$ cat src/hdl/gpsi_pkg.sv
// Shared types and constants of the greedy pair select and invalidate unit.
// No dependencies; the module files reference it by scoped names.
package gpsi_pkg;

    // Fixed field widths of the item formats.
    localparam int SCORE_BITS  = 32;
    localparam int VAR_ID_BITS = 10;
    localparam int INDEX_BITS  = 8;
    localparam int CFG_BITS    = 9;

    // Item operation codes.
    localparam logic MODE_LOAD   = 1'b0;
    localparam logic MODE_SELECT = 1'b1;

    // One input item.
    typedef struct packed {
        logic                          mode;
        logic [INDEX_BITS-1:0]         entry_index;
        logic signed [SCORE_BITS-1:0]  evidence_value;
        logic [VAR_ID_BITS-1:0]        first_var;
        logic [VAR_ID_BITS-1:0]        second_var;
    } t_in_item;

    // One result item.
    typedef struct packed {
        logic                          found;
        logic [INDEX_BITS-1:0]         best_index;
        logic signed [SCORE_BITS-1:0]  best_evidence;
        logic [VAR_ID_BITS-1:0]        best_first_var;
        logic [VAR_ID_BITS-1:0]        best_second_var;
    } t_out_item;

    // One table slot as held in the entry memory.
    typedef struct packed {
        logic                          valid;
        logic signed [SCORE_BITS-1:0]  score;
        logic [VAR_ID_BITS-1:0]        first_var;
        logic [VAR_ID_BITS-1:0]        second_var;
    } t_slot;

endpackage

$ cat src/hdl/gpsi_pick.sv
// Shared compare unit: tracks the best slot during a search and flags
// slots whose pair conflicts with the chosen one. Depends on gpsi_pkg.
module gpsi_pick #(
    parameter int AW = 8
) (
    input  logic                 i_clk,
    input  logic                 i_rst_n,
    input  logic                 i_clear,
    input  logic                 i_take,
    input  gpsi_pkg::t_slot      i_slot,
    input  logic [AW-1:0]        i_addr,
    output gpsi_pkg::t_out_item  o_best,
    output logic                 o_conflict
);

    gpsi_pkg::t_out_item r_best;
    gpsi_pkg::t_out_item n_best;
    logic                w_better;

    // A valid slot wins if nothing is held yet or its score is strictly greater,
    // so on equal scores the earlier index stays.
    assign w_better = i_slot.valid &&
                      (!r_best.found || (i_slot.score > r_best.best_evidence));

    always_comb begin
        n_best = r_best;
        if (i_clear) begin
            n_best = '0;
        end else if (i_take && w_better) begin
            n_best.found           = 1'b1;
            n_best.best_index      = gpsi_pkg::INDEX_BITS'(i_addr);
            n_best.best_evidence   = i_slot.score;
            n_best.best_first_var  = i_slot.first_var;
            n_best.best_second_var = i_slot.second_var;
        end
    end

    always_ff @(posedge i_clk) begin
        if (!i_rst_n) begin
            r_best <= '0;
        end else begin
            r_best <= n_best;
        end
    end

    // A live slot conflicts when it shares either variable with the held pair.
    assign o_conflict = i_slot.valid &&
                        ((i_slot.first_var  == r_best.best_first_var)  ||
                         (i_slot.second_var == r_best.best_first_var)  ||
                         (i_slot.first_var  == r_best.best_second_var) ||
                         (i_slot.second_var == r_best.best_second_var));

    assign o_best = r_best;

endmodule

$ cat config.mk
export PLATFORM = sky130hd
export DESIGN_NAME = gpsi_pick
export DESIGN_NICKNAME = d
export VERILOG_FILES = /design/src/hdl/gpsi_pkg.sv /design/src/hdl/gpsi_pick.sv
export SDC_FILE = /design/constraint.sdc
export NUM_CORES = 1
export LEC_CHECK = 0
export BUFFER_PORTS_ARGS = -buffer_cell sky130_fd_sc_hd__buf_4
export CAP_MARGIN = 10
export CORE_MARGIN = 2
export CORE_UTILIZATION = 50
export CTS_CLUSTER_DIAMETER = 200
export CTS_CLUSTER_SIZE = 28
export DETAILED_ROUTE_END_ITERATION = 6
export MAX_ROUTING_LAYER = met4
export PLACE_DENSITY = 0.77
export RECOVER_POWER = 50
export SYNTH_ARGS = -nofsm -noshare
export SYNTH_HDL_FRONTEND = slang
export SYNTH_SLANG_ARGS = --single-unit
$ cat constraint.sdc
create_clock -name i_clk -period 3.9 [get_ports i_clk]
set_input_delay 0.78 -clock i_clk [delete_from_list [all_inputs] [get_ports i_clk]]
set_output_delay 0.78 -clock i_clk [all_outputs]
set_load 0.02 [all_outputs]
## After elaboration in Yosys (flattened, before gate mapping)

Index checks and enable logic that the tools add are counted.

| storage, ports and cells | value |
|---|---|
| output and inout bits | 62 |
| bits in registers | 61 |
| word-level logic and storage cells | 20 |

| operators by class | value |
|---|---|
| bitwise logic cells | 1 |
| reduce and logical (&&, ||, !) cells | 9 |
| equality and inequality tests | 4 |
| magnitude comparators | 1 |

Operator list:

| operator | count |
|---|---|
| equality test 10 bit | 4 |
| > comparator 32 bit | 1 |
| logical OR 1 bit | 4 |
| logical AND 1 bit | 3 |
| OR reduction 2 bit | 1 |
| zero test 1 bit | 1 |
| NOT 1 bit | 1 |

## Logic depth before layout (Yosys ltp)

| depth | value |
|---|---|
| depth after elaboration | 5 |
| mapped depth | 11 |

## Least setup slack after synthesis

No wires, ideal clock.

| timing | value |
|---|---|
| path kind | input to register |
| start point | in i_slot[43] (netlist name) |
| end point | reg r_best, in the netlist o_best[10] |
| required time | 3757 ps |
| arrival | 2558 ps |
| stages on the path | 10 |
| path buffers | 2 |
| path slack | 1199 ps |
| cell sequence | ha_1 -> nand4_2 -> nor3_2 -> nor4_2 -> or4b_4 -> and4_4 -> buf_6 -> buf_6 -> nand3_2 -> a21oi_2 |

| between the ends | value |
|---|---|
| longest elaborated chain between the ends | 4 |

Ends and longest elaborated chain:

| element | line | text |
|---|---|---|
| start, declared | gpsi_pick.sv:10 | `input gpsi_pkg::t_slot i_slot,` |
| > comparator 32 bit | gpsi_pick.sv:23 | `(!r_best.found \|\| (i_slot.score > r_best.best_evidence));` |
| logical OR 1 bit | gpsi_pick.sv:23 |  |
| logical AND 1 bit | gpsi_pick.sv:22 | `assign w_better = i_slot.valid &&` |
| logical AND 1 bit | gpsi_pick.sv:29 | `end else if (i_take && w_better) begin` |
| end signal, assigned | gpsi_pick.sv:42 | `r_best <= n_best;` |
| end, declared | gpsi_pick.sv:16 | `gpsi_pkg::t_out_item r_best;` |

Every way passes these cells.
A chain may end at the register's enable or synchronous reset.

## Worst setup path after layout

| timing | value |
|---|---|
| start point | in i_slot[27] (netlist name) |
| end point | reg r_best, in the netlist o_best[56] |

Same word-level chain as after synthesis.

==> results.py <==
metrics = {
    "run_status": {
        "status": "finished, violations left",
        "violations": "capacitance limit, slew limit",
    },
    "logic_synthesis": {
        "synth-async-reset-ratio_pct": 0,
        "syn_avg_cell_area_um2": 9.582,
        "ys_seq_area_share_pct": 28.26,
        "synth_edf_count": 0,
        "synth-seq-cells": 61,
        "synth.most_common_cell": "o21ai_0",
        "ys_dominant_reg_cell": "dfxtp_1",
        "synth_area_um2": 4322,
        "netlist_top_cells_count": "o21ai_0, dfxtp_1, a21oi_2, nand3_2, inv_1",
        "synth.top_cell.area_share_pct": 28.26,
        "yosysUniqueCellTypes": 40,
        "synth_fp_nets": 548,
        "netlist_top_cells_area": "dfxtp_1, nand3_2, a21oi_2",
        "yosys_warnings": 0,
        "synthCells": 451,
        "yosysTopAreaCell": "dfxtp_1",
    },
    "critical_path": {
        "rr_startpoint": "o_best[27]",
        "crit_end": "o_best[56]",
        "crit_required_ns": 4.13,
        "critPathMaxFanout": 37,
        "critPathArrivalTime_ns": 3.77,
        "r2r-end": "o_best[56]",
        "worstSetupPathType": "in -> reg",
        "cp-start-kind": "input port",
        "rrSetupSlack_ns": 0.54,
        "reg2regPathDepth": 10,
        "cp-startpoint": "i_slot[27]",
        "worstSetupEndpointType": "flop",
    },
    "floorplanning": {
        "die_area_um2": 9403,
        "ios": 127,
        "die-height_um": 96.97,
        "row_count": 33,
        "coreArea_um2": 8299,
        "die-width_um": 96.97,
        "start_util_pct": 52.07,
    },
    "routing": {
        "avgRoutedWirePerCell_um": 16.48,
        "num_vias": 3772,
        "first_pass_iters": 5,
        "wl_mm": 11.09,
        "ant_nets": 0,
        "drc_errors": 0,
        "drt_iter0_markers": 170,
        "drt-vias-per-instance": 5.605,
    },
    "final_layout": {
        "fin_nets": 660,
        "diodes": 0,
        "largest_reg_flops": 61,
        "area_growth_syn_to_layout_pct": 19.86,
        "layout-drive-gt1-share_pct": 39.26,
        "fillCellCount": 763,
        "utilization_pct": 62.42,
    },
    "clocking": {
        "cts_max_level": 3,
        "cts_sinks": 61,
        "cts.repair.resized": 0,
        "clockBufferDepth": 2,
        "cts_tree": "done",
        "clk_root_buffer_cell": "clkbuf_8",
        "numCtsBuffers": 9,
        "ctsHoldBuffers": 0,
        "clk_pin_slew_ns": 0.07,
        "post-cts-setup-buffers": 0,
        "clock_latency_ns": 0.34,
    },
    "timing": {
        "final-hold-violation-count": 0,
        "drv_slew": 62,
        "fin_worst_skew_ns": 0.006822,
        "relSlewSlack_pct": -29.68,
        "min_period_ns": 3.541,
        "setup_viol": 0,
        "worst_pin_slew_ns": 1.945,
        "rsz0062_at_grt": "false",
        "setup-tns-final_ns": 0,
        "timing.final.crit_share_pct": 90.79,
        "fmax_mhz": 282.4,
    },
    "global_route": {
        "grt_pass1_wl_mm": 18.17,
        "grt-ovfl-total": 0,
        "grt_pass1_vias": 3692,
        "antenna_found_initial": 0,
        "track_usage_pct": 23.82,
        "grt_max_degree": 62,
    },
    "placement": {
        "port_buffers": 126,
        "dp_hpwl_mm": 7.918,
        "gp_congestion": 0.9149,
    },
    "power_and_ir_drop": {
        "vdd_drop_max_mv": 0.1620,
        "pwr_density_cell_nw_per_um2": 303.1,
        "finalPower_uw": 1570,
        "leakage_uw": 0.001711,
    },
    "hold_path": {
        "min_path_type": "reg -> reg",
    },
    "flow_run": {
        "cap_violations": 1,
    },
}
==> layout by cell type, fill, tap and decap left out, drive strengths merged <==
master / instances
a221oi: 1
nor3b: 1
buf: 74
clkbuf: 69
nor4: 7
ha: 32
bufinv: 2
a21oi: 72
clkinv: 3
a211oi: 1
inv: 35
clkinvlp: 2
nand2: 8
or4b: 1
o21ai: 65
xnor2: 32
nand4: 15
nand3: 62
nor2: 3
o41a: 1
nand2b: 1
and3: 1
nand3b: 1
a21boi: 1
nor3: 1
dfxtp: 61
xor2: 8
a2111oi: 1
a2111o: 1
o221ai: 1
a211o: 1
o211ai: 2
o21bai: 1
and4: 1
==> logic make-up after synthesis <==
group	count (synthesis)	synth area share, %
and+or+nand+nor	102	20.61
buffers and inverters	68	9.902
AOI/OAI and AO/OA	148	23.86
adders and majority gates	32	9.265
xor gates and xnor gates	40	8.107
DFF	61	28.26
==> worst min path at each step <==
stage | end | depth (start not counted) | start | slack (ns)
floorplan | o_best[52] | 2 | o_best[52] | 0.58
global placement | o_best[55] | 2 | o_best[55] | 0.49
detailed placement | o_best[59] | 2 | o_best[59] | 0.50
CTS | o_best[59] | 2 | o_best[59] | 0.51
global route | o_best[55] | 2 | o_best[55] | 0.53
finish | o_best[59] | 2 | o_best[59] | 0.50
==> power breakdown <==
group          total [uW]  switching [uW]  internal (uW)  leakage (uW)
Sequential            650            13.4            637      0.000494
Combinational         298             170            127       0.00111
Clock                 622             266            356      0.000105
Total                1570             450           1120       0.00171
==> area by class of cell <==
class | count | area (um2) | share of cell area, %
inverters | 35 | 131.4 | 2.536
repair buffers | 134 | 805.8 | 15.56
flip-flops and latches | 61 | 1221 | 23.57
clock buffers | 9 | 123.9 | 2.391
multi-input cells | 322 | 2676 | 51.67
well taps | 105 | 131.4 | 2.536
clock inverters | 7 | 90.09 | 1.739
==> critical path, cell delays in order <==
cell	delay [ns]
buf_4	0.12
ha_1	0.31
a21oi_1	0.15
o21ai_1	0.10
a221oi_2	0.38
nor3b_4	0.09
a2111oi_4	0.99
buf_4	0.47
o21ai_0	0.18
a21oi_2	0.18
==> routing by layer <==
layer	wire (um)	global-route usage (%)
met2	5440	39.21
met1	4921	30.41
met4	88	6.609
met5	0	-
met3	640	3.829
==> through the flow <==
| step | worst slack, ns | hold slack [ns] | std cells | area, um2 |
|---|---|---|---|---|
| after detailed placement | 0.02536 | 0.4960 | 657 | 5196 |
| after CTS | 0.3629 | 0.5060 | 673 | 5410 |
| final | 0.3593 | 0.5042 | 673 | 5180 |
| after global placement | 0.1335 | 0.4878 | 657 | 5196 |
| after global routing | 0.06662 | 0.5279 | 673 | 5180 |
| after floorplan | 1.199 | 0.5757 | 451 | 4322 |
No activity file was read; power rests on OpenSTA's default activity.
